### src/design/asc_pkg.sv
package asc_pkg;

    // field widths
    localparam int POS_W     = 24;
    localparam int DIFF_W    = 25;
    localparam int RAD_W     = 23;
    localparam int SPD_W     = 24;
    localparam int DIR_W     = 16;
    localparam int SQ_W      = 49;
    localparam int PROD_W    = 48;
    localparam int ROOT_W    = 25;
    localparam int DIVR_W    = 26;
    localparam int S_TDATA_W = 120;
    localparam int M_TDATA_W = 56;

    // quotient bits produced by the divider for each use
    localparam int SPD_QW = 24;
    localparam int DIR_QW = 15;

    // square root iterations, one result bit each
    localparam int SQRT_STEPS = ROOT_W;

    // configuration register indexes
    localparam logic CFG_TARGET_RADIUS = 1'b0;
    localparam logic CFG_SLOW_RADIUS   = 1'b1;

    // multiplier operand select
    localparam logic [2:0] MUL_UX  = 3'd0;
    localparam logic [2:0] MUL_UY  = 3'd1;
    localparam logic [2:0] MUL_TR  = 3'd2;
    localparam logic [2:0] MUL_SR  = 3'd3;
    localparam logic [2:0] MUL_SPD = 3'd4;

    // divider operand select
    localparam logic [1:0] DIV_SPD = 2'd0;
    localparam logic [1:0] DIV_DX  = 2'd1;
    localparam logic [1:0] DIV_DY  = 2'd2;

    typedef struct packed {
        logic       load;
        logic       mul_en;
        logic [2:0] mul_sel;
        logic       sum_init;
        logic       sum_add;
        logic       arr_chk;
        logic       slow_chk;
        logic       sqrt_start;
        logic       sqrt_step;
        logic       div_start;
        logic [1:0] div_sel;
        logic       div_step;
        logic       speed_full;
        logic       take_speed;
        logic       take_dx;
        logic       take_dy;
        logic       out_load;
    } asc_cmd_t;

    typedef struct packed {
        logic arrived;
        logic slow;
        logic sqrt_last;
        logic div_last;
    } asc_sts_t;

endpackage

### src/design/arrive_speed_scaling_core.sv
// one item at a time: a new transaction is taken only after the previous result is loaded;
// arrived items skip the 25-step square root and the shared 24/15-step divider, and items
// outside the slow radius skip the speed division and go straight to the direction steps
// the output register holds one finished result, so the next item is taken while it waits
// reset: aresetn synchronous active low; clears both radii, the captured full speed,
// the controller state and m_tvalid
module arrive_speed_scaling_core (
    input  logic                          aclk,
    input  logic                          aresetn,

    // input stream
    input  logic                          s_tvalid,
    output logic                          s_tready,
    // agent_x[23:0], agent_y[47:24], target_x[71:48], target_y[95:72],
    // current_speed_limit[119:96]
    input  logic [asc_pkg::S_TDATA_W-1:0] s_tdata,

    // result stream
    output logic                          m_tvalid,
    input  logic                          m_tready,
    // dir_x[15:0], dir_y[31:16], speed_limit[55:32]
    output logic [asc_pkg::M_TDATA_W-1:0] m_tdata,
    // arrived[0]
    output logic                          m_tuser,

    // configuration writes: index 0 target_radius, index 1 slow_radius
    input  logic                          cfg_we,
    input  logic                          cfg_addr,
    input  logic [asc_pkg::RAD_W-1:0]     cfg_wdata
);
    import asc_pkg::*;

    // command and status between sequencer and datapath
    asc_cmd_t cmd;
    asc_sts_t sts;

    // sequencer: walks squares, radius compares, root and up to three divisions,
    // and owns the result transaction handshake
    asc_ctrl u_ctrl (
        .aclk     (aclk),
        .aresetn  (aresetn),
        .s_tvalid (s_tvalid),
        .s_tready (s_tready),
        .m_tvalid (m_tvalid),
        .m_tready (m_tready),
        .sts      (sts),
        .cmd      (cmd)
    );

    // datapath: one shared 24x24 multiplier, bit-serial square root,
    // restoring divider, radius registers and the result payload register
    asc_dp u_dp (
        .aclk      (aclk),
        .aresetn   (aresetn),
        .s_tdata   (s_tdata),
        .cfg_we    (cfg_we),
        .cfg_addr  (cfg_addr),
        .cfg_wdata (cfg_wdata),
        .cmd       (cmd),
        .sts       (sts),
        .m_tdata   (m_tdata),
        .m_tuser   (m_tuser)
    );

endmodule

### src/design/asc_div.sv
module asc_div (
    input  logic                       aclk,
    input  logic                       start,
    input  logic                       step,
    input  logic                       narrow,
    input  logic [asc_pkg::PROD_W-1:0] dividend,
    input  logic [asc_pkg::DIVR_W-1:0] divisor,
    output logic [asc_pkg::SPD_QW-1:0] quotient,
    output logic                       last
);
    import asc_pkg::*;

    logic [DIVR_W-1:0] rem_reg,  rem_next;
    logic [SPD_QW-1:0] low_reg,  low_next;
    logic [SPD_QW-1:0] quo_reg,  quo_next;
    logic [DIVR_W-1:0] dvs_reg,  dvs_next;
    logic [4:0]        cnt_reg,  cnt_next;
    logic [DIVR_W:0]   trial;
    logic [DIVR_W:0]   diff;
    logic              fits;

    // restoring division, one quotient bit a cycle while step is high
    assign trial = {rem_reg, low_reg[SPD_QW-1]};
    assign diff  = trial - {1'b0, dvs_reg};
    assign fits  = (trial >= {1'b0, dvs_reg});

    always_comb begin
        rem_next = rem_reg;
        low_next = low_reg;
        quo_next = quo_reg;
        dvs_next = dvs_reg;
        cnt_next = cnt_reg;
        if (start) begin
            dvs_next = divisor;
            quo_next = '0;
            if (narrow) begin
                rem_next = dividend[DIR_QW+DIVR_W-1:DIR_QW];
                low_next = {dividend[DIR_QW-1:0], {(SPD_QW-DIR_QW){1'b0}}};
                cnt_next = 5'(DIR_QW - 1);
            end else begin
                rem_next = {{(DIVR_W-(PROD_W-SPD_QW)){1'b0}}, dividend[PROD_W-1:SPD_QW]};
                low_next = dividend[SPD_QW-1:0];
                cnt_next = 5'(SPD_QW - 1);
            end
        end else if (step) begin
            rem_next = fits ? diff[DIVR_W-1:0] : trial[DIVR_W-1:0];
            low_next = {low_reg[SPD_QW-2:0], 1'b0};
            quo_next = {quo_reg[SPD_QW-2:0], fits};
            cnt_next = cnt_reg - 5'd1;
        end
    end

    always_ff @(posedge aclk) begin
        rem_reg <= rem_next;
        low_reg <= low_next;
        quo_reg <= quo_next;
        dvs_reg <= dvs_next;
        cnt_reg <= cnt_next;
    end

    assign quotient = quo_reg;
    assign last     = (cnt_reg == 5'd0);

endmodule

### src/design/asc_dp.sv
module asc_dp (
    input  logic                          aclk,
    input  logic                          aresetn,
    input  logic [asc_pkg::S_TDATA_W-1:0] s_tdata,
    input  logic                          cfg_we,
    input  logic                          cfg_addr,
    input  logic [asc_pkg::RAD_W-1:0]     cfg_wdata,
    input  asc_pkg::asc_cmd_t             cmd,
    output asc_pkg::asc_sts_t             sts,
    output logic [asc_pkg::M_TDATA_W-1:0] m_tdata,
    output logic                          m_tuser
);
    import asc_pkg::*;

    logic [RAD_W-1:0]   tr_reg, sr_reg;
    logic [SPD_W-1:0]   full_reg;
    logic               captured_reg;

    logic [DIFF_W-1:0]  dx_reg, dy_reg;
    logic [POS_W-1:0]   ux, uy;
    logic [DIFF_W-1:0]  dx_neg, dy_neg;
    logic [DIFF_W-1:0]  dx_next, dy_next;

    logic [POS_W-1:0]   mul_a, mul_b;
    logic [PROD_W-1:0]  p_reg;
    logic [SQ_W-1:0]    s_reg;
    logic               arr_reg, slow_reg;

    logic [2*ROOT_W-1:0] sq_bits_reg;
    logic [DIVR_W-1:0]  sq_rem_reg;
    logic [ROOT_W-1:0]  root_reg;
    logic [4:0]         sq_cnt_reg;
    logic [DIVR_W+1:0]  sq_t;
    logic [DIVR_W:0]    sq_trial;
    logic               sq_fits;

    logic [ROOT_W-1:0]  d_less_tr;
    logic [RAD_W-1:0]   sr_less_tr;

    logic [PROD_W-1:0]  div_dividend;
    logic [DIVR_W-1:0]  div_divisor;
    logic               div_narrow;
    logic [SPD_QW-1:0]  div_q;
    logic               div_last;
    logic [DIR_W-1:0]   q_dir;

    logic [SPD_W-1:0]   speed_reg;
    logic [DIR_W-1:0]   dirx_reg, diry_reg;
    logic [M_TDATA_W-1:0] m_tdata_reg;
    logic               m_tuser_reg;

    // position differences, target minus agent
    assign dx_next = {s_tdata[71], s_tdata[71:48]} - {s_tdata[23], s_tdata[23:0]};
    assign dy_next = {s_tdata[95], s_tdata[95:72]} - {s_tdata[47], s_tdata[47:24]};

    assign dx_neg = -dx_reg;
    assign dy_neg = -dy_reg;
    assign ux = dx_reg[DIFF_W-1] ? dx_neg[POS_W-1:0] : dx_reg[POS_W-1:0];
    assign uy = dy_reg[DIFF_W-1] ? dy_neg[POS_W-1:0] : dy_reg[POS_W-1:0];

    assign d_less_tr  = root_reg - {{(ROOT_W-RAD_W){1'b0}}, tr_reg};
    assign sr_less_tr = sr_reg - tr_reg;

    always_comb begin
        case (cmd.mul_sel)
            MUL_UX: begin
                mul_a = ux;
                mul_b = ux;
            end
            MUL_UY: begin
                mul_a = uy;
                mul_b = uy;
            end
            MUL_TR: begin
                mul_a = {1'b0, tr_reg};
                mul_b = {1'b0, tr_reg};
            end
            MUL_SR: begin
                mul_a = {1'b0, sr_reg};
                mul_b = {1'b0, sr_reg};
            end
            MUL_SPD: begin
                mul_a = full_reg;
                mul_b = d_less_tr[POS_W-1:0];
            end
            default: begin
                mul_a = '0;
                mul_b = '0;
            end
        endcase
    end

    // square root step, two radicand bits in, one root bit out
    assign sq_t     = {sq_rem_reg, sq_bits_reg[2*ROOT_W-1:2*ROOT_W-2]};
    assign sq_trial = {root_reg, 2'b01};
    assign sq_fits  = (sq_t >= {1'b0, sq_trial});

    always_comb begin
        case (cmd.div_sel)
            DIV_SPD: begin
                div_dividend = p_reg;
                div_divisor  = {{(DIVR_W-RAD_W){1'b0}}, sr_less_tr};
                div_narrow   = 1'b0;
            end
            DIV_DX: begin
                div_dividend = {{(PROD_W-POS_W-DIR_QW){1'b0}}, ux, {DIR_QW{1'b0}}}
                    + {{(PROD_W-ROOT_W){1'b0}}, root_reg};
                div_divisor  = {root_reg, 1'b0};
                div_narrow   = 1'b1;
            end
            DIV_DY: begin
                div_dividend = {{(PROD_W-POS_W-DIR_QW){1'b0}}, uy, {DIR_QW{1'b0}}}
                    + {{(PROD_W-ROOT_W){1'b0}}, root_reg};
                div_divisor  = {root_reg, 1'b0};
                div_narrow   = 1'b1;
            end
            default: begin
                div_dividend = '0;
                div_divisor  = '0;
                div_narrow   = 1'b0;
            end
        endcase
    end

    asc_div u_div (
        .aclk     (aclk),
        .start    (cmd.div_start),
        .step     (cmd.div_step),
        .narrow   (div_narrow),
        .dividend (div_dividend),
        .divisor  (div_divisor),
        .quotient (div_q),
        .last     (div_last)
    );

    assign q_dir = {{(DIR_W-DIR_QW){1'b0}}, div_q[DIR_QW-1:0]};

    always_ff @(posedge aclk) begin
        if (!aresetn) begin
            tr_reg       <= '0;
            sr_reg       <= '0;
            full_reg     <= '0;
            captured_reg <= 1'b0;
        end else begin
            if (cfg_we) begin
                case (cfg_addr)
                    CFG_TARGET_RADIUS: tr_reg <= cfg_wdata;
                    CFG_SLOW_RADIUS:   sr_reg <= cfg_wdata;
                    default:           tr_reg <= tr_reg;
                endcase
            end
            if (cmd.load && !captured_reg) begin
                full_reg     <= s_tdata[119:96];
                captured_reg <= 1'b1;
            end
        end
    end

    always_ff @(posedge aclk) begin
        if (cmd.load) begin
            dx_reg <= dx_next;
            dy_reg <= dy_next;
        end
        if (cmd.mul_en) begin
            p_reg <= mul_a * mul_b;
        end
        if (cmd.sum_init) begin
            s_reg <= {1'b0, p_reg};
        end else if (cmd.sum_add) begin
            s_reg <= s_reg + {1'b0, p_reg};
        end
        if (cmd.arr_chk) begin
            arr_reg <= (s_reg <= {1'b0, p_reg});
        end
        if (cmd.slow_chk) begin
            slow_reg <= (s_reg <= {1'b0, p_reg});
        end
        if (cmd.sqrt_start) begin
            sq_bits_reg <= {1'b0, s_reg};
            sq_rem_reg  <= '0;
            root_reg    <= '0;
            sq_cnt_reg  <= '0;
        end else if (cmd.sqrt_step) begin
            sq_bits_reg <= {sq_bits_reg[2*ROOT_W-3:0], 2'b00};
            sq_rem_reg  <= sq_fits ? DIVR_W'(sq_t - {1'b0, sq_trial}) : sq_t[DIVR_W-1:0];
            root_reg    <= {root_reg[ROOT_W-2:0], sq_fits};
            sq_cnt_reg  <= sq_cnt_reg + 5'd1;
        end
        if (cmd.speed_full) begin
            speed_reg <= full_reg;
        end else if (cmd.take_speed) begin
            speed_reg <= div_q;
        end
        if (cmd.take_dx) begin
            dirx_reg <= dx_reg[DIFF_W-1] ? -q_dir : q_dir;
        end
        if (cmd.take_dy) begin
            diry_reg <= dy_reg[DIFF_W-1] ? -q_dir : q_dir;
        end
        if (cmd.out_load) begin
            m_tdata_reg <= arr_reg ? '0 : {speed_reg, diry_reg, dirx_reg};
            m_tuser_reg <= arr_reg;
        end
    end

    assign sts.arrived   = arr_reg;
    assign sts.slow      = slow_reg;
    assign sts.sqrt_last = (sq_cnt_reg == 5'(SQRT_STEPS - 1));
    assign sts.div_last  = div_last;

    assign m_tdata = m_tdata_reg;
    assign m_tuser = m_tuser_reg;

endmodule

### src/design/asc_ctrl.sv
module asc_ctrl (
    input  logic              aclk,
    input  logic              aresetn,
    input  logic              s_tvalid,
    output logic              s_tready,
    output logic              m_tvalid,
    input  logic              m_tready,
    input  asc_pkg::asc_sts_t sts,
    output asc_pkg::asc_cmd_t cmd
);
    import asc_pkg::*;

    localparam logic [3:0] ST_IDLE   = 4'd0;
    localparam logic [3:0] ST_SQX    = 4'd1;
    localparam logic [3:0] ST_SQY    = 4'd2;
    localparam logic [3:0] ST_TR     = 4'd3;
    localparam logic [3:0] ST_SR     = 4'd4;
    localparam logic [3:0] ST_CMP    = 4'd5;
    localparam logic [3:0] ST_SQRT   = 4'd6;
    localparam logic [3:0] ST_SMUL   = 4'd7;
    localparam logic [3:0] ST_SPD    = 4'd8;
    localparam logic [3:0] ST_SDIV   = 4'd9;
    localparam logic [3:0] ST_SDONE  = 4'd10;
    localparam logic [3:0] ST_DX     = 4'd11;
    localparam logic [3:0] ST_DXDONE = 4'd12;
    localparam logic [3:0] ST_DY     = 4'd13;
    localparam logic [3:0] ST_DYDONE = 4'd14;
    localparam logic [3:0] ST_OUT    = 4'd15;

    logic [3:0] state_reg, state_next;
    logic       m_tvalid_reg, m_tvalid_next;

    always_comb begin
        cmd           = '0;
        state_next    = state_reg;
        m_tvalid_next = m_tvalid_reg & ~m_tready;
        case (state_reg)
            ST_IDLE: begin
                if (s_tvalid) begin
                    cmd.load   = 1'b1;
                    state_next = ST_SQX;
                end
            end
            ST_SQX: begin
                cmd.mul_en  = 1'b1;
                cmd.mul_sel = MUL_UX;
                state_next  = ST_SQY;
            end
            ST_SQY: begin
                cmd.mul_en   = 1'b1;
                cmd.mul_sel  = MUL_UY;
                cmd.sum_init = 1'b1;
                state_next   = ST_TR;
            end
            ST_TR: begin
                cmd.mul_en  = 1'b1;
                cmd.mul_sel = MUL_TR;
                cmd.sum_add = 1'b1;
                state_next  = ST_SR;
            end
            ST_SR: begin
                cmd.mul_en  = 1'b1;
                cmd.mul_sel = MUL_SR;
                cmd.arr_chk = 1'b1;
                state_next  = ST_CMP;
            end
            ST_CMP: begin
                cmd.slow_chk = 1'b1;
                if (sts.arrived) begin
                    state_next = ST_OUT;
                end else begin
                    cmd.sqrt_start = 1'b1;
                    state_next     = ST_SQRT;
                end
            end
            ST_SQRT: begin
                cmd.sqrt_step = 1'b1;
                if (sts.sqrt_last) begin
                    state_next = ST_SMUL;
                end
            end
            ST_SMUL: begin
                cmd.mul_en  = 1'b1;
                cmd.mul_sel = MUL_SPD;
                state_next  = ST_SPD;
            end
            ST_SPD: begin
                cmd.div_start = 1'b1;
                if (sts.slow) begin
                    cmd.div_sel = DIV_SPD;
                    state_next  = ST_SDIV;
                end else begin
                    cmd.speed_full = 1'b1;
                    cmd.div_sel    = DIV_DX;
                    state_next     = ST_DX;
                end
            end
            ST_SDIV: begin
                cmd.div_step = 1'b1;
                if (sts.div_last) begin
                    state_next = ST_SDONE;
                end
            end
            ST_SDONE: begin
                cmd.take_speed = 1'b1;
                cmd.div_start  = 1'b1;
                cmd.div_sel    = DIV_DX;
                state_next     = ST_DX;
            end
            ST_DX: begin
                cmd.div_step = 1'b1;
                if (sts.div_last) begin
                    state_next = ST_DXDONE;
                end
            end
            ST_DXDONE: begin
                cmd.take_dx   = 1'b1;
                cmd.div_start = 1'b1;
                cmd.div_sel   = DIV_DY;
                state_next    = ST_DY;
            end
            ST_DY: begin
                cmd.div_step = 1'b1;
                if (sts.div_last) begin
                    state_next = ST_DYDONE;
                end
            end
            ST_DYDONE: begin
                cmd.take_dy = 1'b1;
                state_next  = ST_OUT;
            end
            ST_OUT: begin
                if (!m_tvalid_reg || m_tready) begin
                    cmd.out_load  = 1'b1;
                    m_tvalid_next = 1'b1;
                    state_next    = ST_IDLE;
                end
            end
            default: begin
                state_next = ST_IDLE;
            end
        endcase
    end

    always_ff @(posedge aclk) begin
        if (!aresetn) begin
            state_reg    <= ST_IDLE;
            m_tvalid_reg <= 1'b0;
        end else begin
            state_reg    <= state_next;
            m_tvalid_reg <= m_tvalid_next;
        end
    end

    assign s_tready = (state_reg == ST_IDLE);
    assign m_tvalid = m_tvalid_reg;

endmodule

### config.mk
export PLATFORM = sky130hd
export DESIGN_NAME = arrive_speed_scaling_core
export DESIGN_NICKNAME = d
export VERILOG_FILES = /design/src/design/asc_pkg.sv /design/src/design/arrive_speed_scaling_core.sv /design/src/design/asc_div.sv /design/src/design/asc_dp.sv /design/src/design/asc_ctrl.sv
export SDC_FILE = /design/constraint.sdc
export NUM_CORES = 2
export LEC_CHECK = 0
export ABC_AREA = 1
export BUFFER_PORTS_ARGS = -buffer_cell sky130_fd_sc_hd__buf_2
export CAP_MARGIN = 30
export CORE_MARGIN = 2
export CORE_UTILIZATION = 45
export DETAILED_ROUTE_END_ITERATION = 7
export PLACE_DENSITY = 0.61
export SLEW_MARGIN = 40
export SYNTH_ARGS = -nofsm -noshare
export SYNTH_HDL_FRONTEND = slang
export SYNTH_SLANG_ARGS = --single-unit
### constraint.sdc
create_clock -name aclk -period 10 [get_ports aclk]
set_input_delay 2 -clock aclk [delete_from_list [all_inputs] [get_ports aclk]]
set_output_delay 2 -clock aclk [all_outputs]
set_load 0.05 [all_outputs]
# --- Yosys cells after proc, flatten, opt, wreduce, memory -nomap -nowiden ---
# Index checks and enable logic that the tools add are counted.
classes:
  add_sub_neg: 14
  n_mux: 56
  n_mul: 1
  n_reduce_logical: 17
  bitwise_logic: 3
  eq_ne: 28
  n_lt_le_gt_ge: 3
ops:
  columns: ["operator", "count"]
  rows:
  - ["$pmux W24 S5", 2]
  - ["$mux W24", 7]
  - ["$pmux W48 S3", 1]
  - ["$mux W26", 5]
  - ["$mux W49", 2]
  - ["$mux W48", 2]
  - ["$add A39 B25 Y40", 2]
  - ["$pmux W4 S16", 1]
  - ["$pmux W26 S2", 1]
  - ["$sub A26 B26 Y26", 2]
  - ["$sub A24 B24 Y25", 2]
  - ["$add A49 B48 Y49", 1]
  - ["$le A49 B48 Y1", 1]
  - ["$mul A24 B24 Y48", 1]
  - ["$neg A24 Y24", 2]
  - ["$eq A4 B4 Y1 const B", 8]
  - ["$mux W15", 2]
  - ["$ge A28 B27 Y1", 1]
  - ["$mux W4", 7]
  - ["$ge A27 B26 Y1", 1]
  - ["$sub A24 B23 Y24", 1]
  - ["$sub A23 B23 Y23", 1]
  - ["$pmux W4 S5", 1]
  - ["$mux W1", 19]
  - ["other kinds (31)", 49]
word_totals:
  in_bits: 149
  wordCells: 152
  ff_bits: 549
  output_inout_bits: 59

# --- Depth between registers and ports, before layout ---
logic_depth:
  depth_word: 7
  mapped_depth: 42
  ltp_nobuf: 41

# --- Hierarchy ---
# From an unflattened synthesis, not the netlist that was laid out.
unflattened:
  hier_cells: 7574
  area_unflattened_um2: 57829.2
modules_own_cells:
  columns: ["mod", "area_each_um2", "seq_area_each_um2", "instances", "cells_each"]
  rows:
  - ["asc_dp", 50603.5, 11891.4, 1, 6629]
  - ["asc_div", 6725.2, 2912.8, 1, 857]
  - ["asc_ctrl", 500.5, 100.1, 1, 88]

# --- Worst setup path before layout ---
# Ideal clock, no wire load.
synth_timing:
  path_kind: "reg-to-reg"
  from: "reg u_ctrl.state_reg[3]"
  to: "reg u_dp.p_reg[36], data pin"
  n_path_buf: 3
  t_required_ns: 9.748
  setup_time_ns: 0.252
  period_less_slack_ns: 8.774
  stages_incl_launch_ff: 34
  slack_ns: 1.226
  arrival_time_ns: 8.521
  path_cell_list: "dfxtp_1 buf_2 nor2_1 inv_2 nor2_2 nor3_4 buf_6 a221o_1 a21oi_4 inv_2 buf_2 nand2_1 fa_1 fa_1 inv_1 fa_1 fa_1 fa_1 fa_1 inv_1 fa_1 inv_1 ha_1 nand2_1 nor2_1 inv_1 nor2_1 inv_1 nor4b_1 a21oi_1 o21ai_0 nand3_1 nand3_1 nand2_1"
synth_between:
  elab_chain_cells: 5
  word_cells_on_any_way: 14
  classes_between: "mul (1); eq/ne (9); mux (3); reduce/logical (1)"
synth_lines:
  columns: ["item", "line", "source"]
  rows:
  - ["from (decl)", "asc_ctrl.sv:30", "logic [3:0] state_reg, state_next;"]
  - ["from (signal assigned)", "asc_ctrl.sv:150", "state_reg <= state_next;"]
  - ["$eq A4 B3 Y1, or another cell as far along", "asc_ctrl.sv:37", "case (state_reg)"]
  - ["$pmux W4 S5 *", "asc_ctrl.sv:37", null]
  - ["$eq A3 B3 Y1, or another cell as far along", "asc_dp.sv:65", "case (cmd.mul_sel)"]
  - ["$pmux W24 S5", "asc_dp.sv:65", null]
  - ["$mul A24 B24 Y48 *", "asc_dp.sv:165", "p_reg <= mul_a * mul_b;"]
  - ["to (signal assigned)", "asc_dp.sv:165", null]
  - ["to (decl)", "asc_dp.sv:25", "logic [PROD_W-1:0] p_reg;"]
# Every way passes the cells marked *; elsewhere a longest branch is shown, timed or not.
# A chain may end at the register's enable or synchronous reset.

# --- Worst setup path after layout ---
layout_timing:
  from: "reg u_ctrl.state_reg[2]"
  to: "reg u_dp.p_reg[45], data pin"
# The elaborated chain is that of the path after synthesis.

==> out/metrics.yaml <==
syn_nets: 8086
cp_data_required_time_ns: 10.42
drive_gt1_share_pct: 7.30
postSynthCellCount: 7011
crit_path_start_kind: "register"
rsz0062_at_grt: "false"
drt_iter0_drc: 4777
drv_cap: 0
ys_warn_count: 0
startpoint: "u_ctrl.state_reg[2]$_SDFFE_PN0P_"
grt_max_degree: 82
syn_area_mm2: 0.0551
cp-end-kind: "register"
area_growth_pct: 9.55
drv_slew: 0
status: "complete, no violations"
wl_per_cell_um: 22.1
rr_startpoint: "u_ctrl.state_reg[2]$_SDFFE_PN0P_"
drc: 0
max_stage_delay_ns: 0.57
dieArea_mm2: 0.125
cts.sinks: 549
largest_register_ffs: 56
dp_slack_ns: 0.645
grt_pass1_wl_um: 294000
vias: 48804
die_x_um: 354
num-fill-cells: 12084
die_h_um: 354
fin_skew_ns: 0.0445
cts_tree: "done"
io-pin-count: 208
synthDistinctLibCells: 63
core_mm2: 0.122
htreeDepth: 2
grt_usage_pct: 30.9
synth-seq-area-share_pct: 27.1
crit_path_frequent_cell: "fa_1"
grt_remaining_overflow: 0
cts_root_buffer: "clkbuf_16"
finalNetCount: 8257
viasPerCell: 5.51
grt_pass1_vias: 47835
setup_ws_ns: 0.438
crit_path_max_fanout: 25
io_buffers: 207
cts_made_buffers: 60
antenna_found_initial: 7
slew-limit-headroom_pct: 37.6
synth_area_per_cell_um2: 7.86
hold_start: "u_dp.sq_rem_reg[17]$_SDFFE_PP0P_"
worst_pin_slew_ns: 0.926
hold_viol: 0
cts_setup_buffers: 0
ant_nets: 0
critPathSlowestCell: "nor2_4"
drtPass1Iterations: 6
fin_crit_sh_pct: 95.6
finalSetupViolCount: 0
path_class: "register to register"
cp_data_arrival_time_ns: 9.98
hpwl_um: 160000
insertion_delay_ns: 0.68
min_path_type: "register to register"
setup_tns_ns: 0
row_count: 128
clk_path_buf_depth: 3
synth.ff_latch_count: 549
fin_crit_ns: 9.56
fmax_mhz: 105
clk_pin_slew_ns: 0.06
gp_congestion: 1.00
drt-total-wl_um: 196000
start_util_pct: 45.3
[routing by layer]
layer / global-route usage [%] / part of all wire, % / routed length, µm
met1: 41.6 / 41 / 81000
met2: 49.8 / 46 / 89200
met3: 4.53 / 8.0 / 15700
met4: 13.1 / 5.0 / 9770
met5: 0 / 0.0066 / 13
[stage by stage]
stage	instance area, µm²	utilization [%]	hold slack (ns)	cells
4_1_cts	60300	49.6	0.462	8858
3_3_place_gp	58100	47.8	0.445	8742
3_5_place_dp	58200	47.8	0.455	8744
6_report	60400	49.6	0.479	8861
2_1_floorplan	55100	-	0.426	7011
5_1_grt	60400	49.6	0.498	8861
[cell type report]
| class | instances | area, µm² | share of cell area [%] |
|---|---|---|---|
| Timing Repair Buffer | 321 | 1920 | 3.19 |
| Inverter | 1328 | 4980 | 8.26 |
| Multi-Input combinational cell | 4922 | 34400 | 57.0 |
| Clock inverter | 40 | 458 | 0.759 |
| Antenna cell | 2 | 5.00 | 0.00829 |
| Clock buffer | 74 | 1670 | 2.76 |
| Sequential cell | 549 | 14900 | 24.7 |
| Tap cell | 1625 | 2030 | 3.37 |
[timing repair]
action / CTS / global route
setup endpoints to repair: 0 / 1
resized for setup: 0 / 1
endpoints found under the hold margin: 0 / 0
hold buffers: 0 / 0
[critical path, delay by kind of cell, from the launching register on]
kind | cells | cell delay (ns)
adder cells (fa/ha/maj) | 8 | 3.93
AO/OA/AOI/OAI | 5 | 1.64
buffers and inverters | 10 | 1.60
AND/OR/NAND/NOR | 9 | 1.59
flip-flops | 1 | 0.44
XOR/XNOR | 1 | 0.09
[cell families (layout without fill, tap and decap cells)]
group / count (synthesis) / count (layout) / synth area share (%)
other: 0 / 2 / 0
AND/OR/NAND/NOR: 2605 / 2605 / 19.1
flip-flops: 549 / 549 / 27.1
buffers and inverters: 1540 / 1763 / 10.8
XOR/XNOR: 183 / 183 / 2.91
adder cells (fa/ha/maj): 926 / 926 / 27.7
AO/OA/AOI/OAI: 1208 / 1208 / 12.5
[cells in the final DEF, fill, tap and decap left out, types with 18 or more instances in the layout]
| cell type | instances |
|---|---|
| a21o_1 | 24 |
| a21oi_1 | 408 |
| a31oi_1 | 28 |
| buf_2 | 207 |
| buf_4 | 110 |
| clkbuf_16 | 63 |
| dfxtp_1 | 158 |
| edfxtp_1 | 391 |
| fa_1 | 489 |
| ha_1 | 437 |
| inv_1 | 1292 |
| inv_2 | 28 |
| nand2_1 | 1528 |
| nand3_1 | 220 |
| nand4_1 | 45 |
| nor2_1 | 664 |
| nor3_1 | 64 |
| nor4_1 | 18 |
| o211ai_1 | 51 |
| o21ai_0 | 442 |
| o21bai_1 | 24 |
| o22ai_1 | 84 |
| xnor2_1 | 56 |
| xor2_1 | 127 |
[worst paths after layout]
path	end	slack (ns)	depth (start not counted)
min	u_dp.sq_rem_reg[17]$_SDFFE_PP0P_	0.48	2
min reg2reg	u_dp.sq_rem_reg[17]$_SDFFE_PP0P_	0.48	2
max reg2reg	u_dp.p_reg[45]$_DFFE_PN_	0.44	33
max	u_dp.p_reg[45]$_DFFE_PN_	0.44	33
[synthesized netlist by cell type, drive strengths merged]
master,n,area [µm²]
a22o,2,17.5
a211oi,12,90.1
o2111ai,6,52.6
a21boi,12,90.1
nand4,45,282
a221oi,11,115
a31oi,29,196
o221ai,11,96.3
clkinv,8,30.0
clkbuf,107,402
ha,437,5470
o22ai,84,526
nor3b,3,22.5
inv,1320,4950
a221o,6,60.1
dfxtp,158,3160
and2,7,43.8
o32ai,2,17.5
nor4,20,131
o311ai,1,8.76
nand3,222,1120
a21oi,426,2210
o21bai,24,180
nand2,1535,5760
o211ai,51,383
or2,10,62.6
xor2,127,1110
buf,105,547
a22oi,13,97.6
edfxtp,391,11700
o31ai,13,97.6
and3,4,25.0
a2111oi,1,8.76
nor4b,3,26.3
xnor2,56,490
o21a,12,90.1
o221a,1,11.3
fa,489,9790
a21o,24,180
nand3b,7,52.6
nor2,681,2610
a41oi,1,8.76
o21ai,466,2350
nor3,68,368
Power is not shown: default switching activity piles up to over one toggle a cycle in this logic, so the estimate is an artifact.
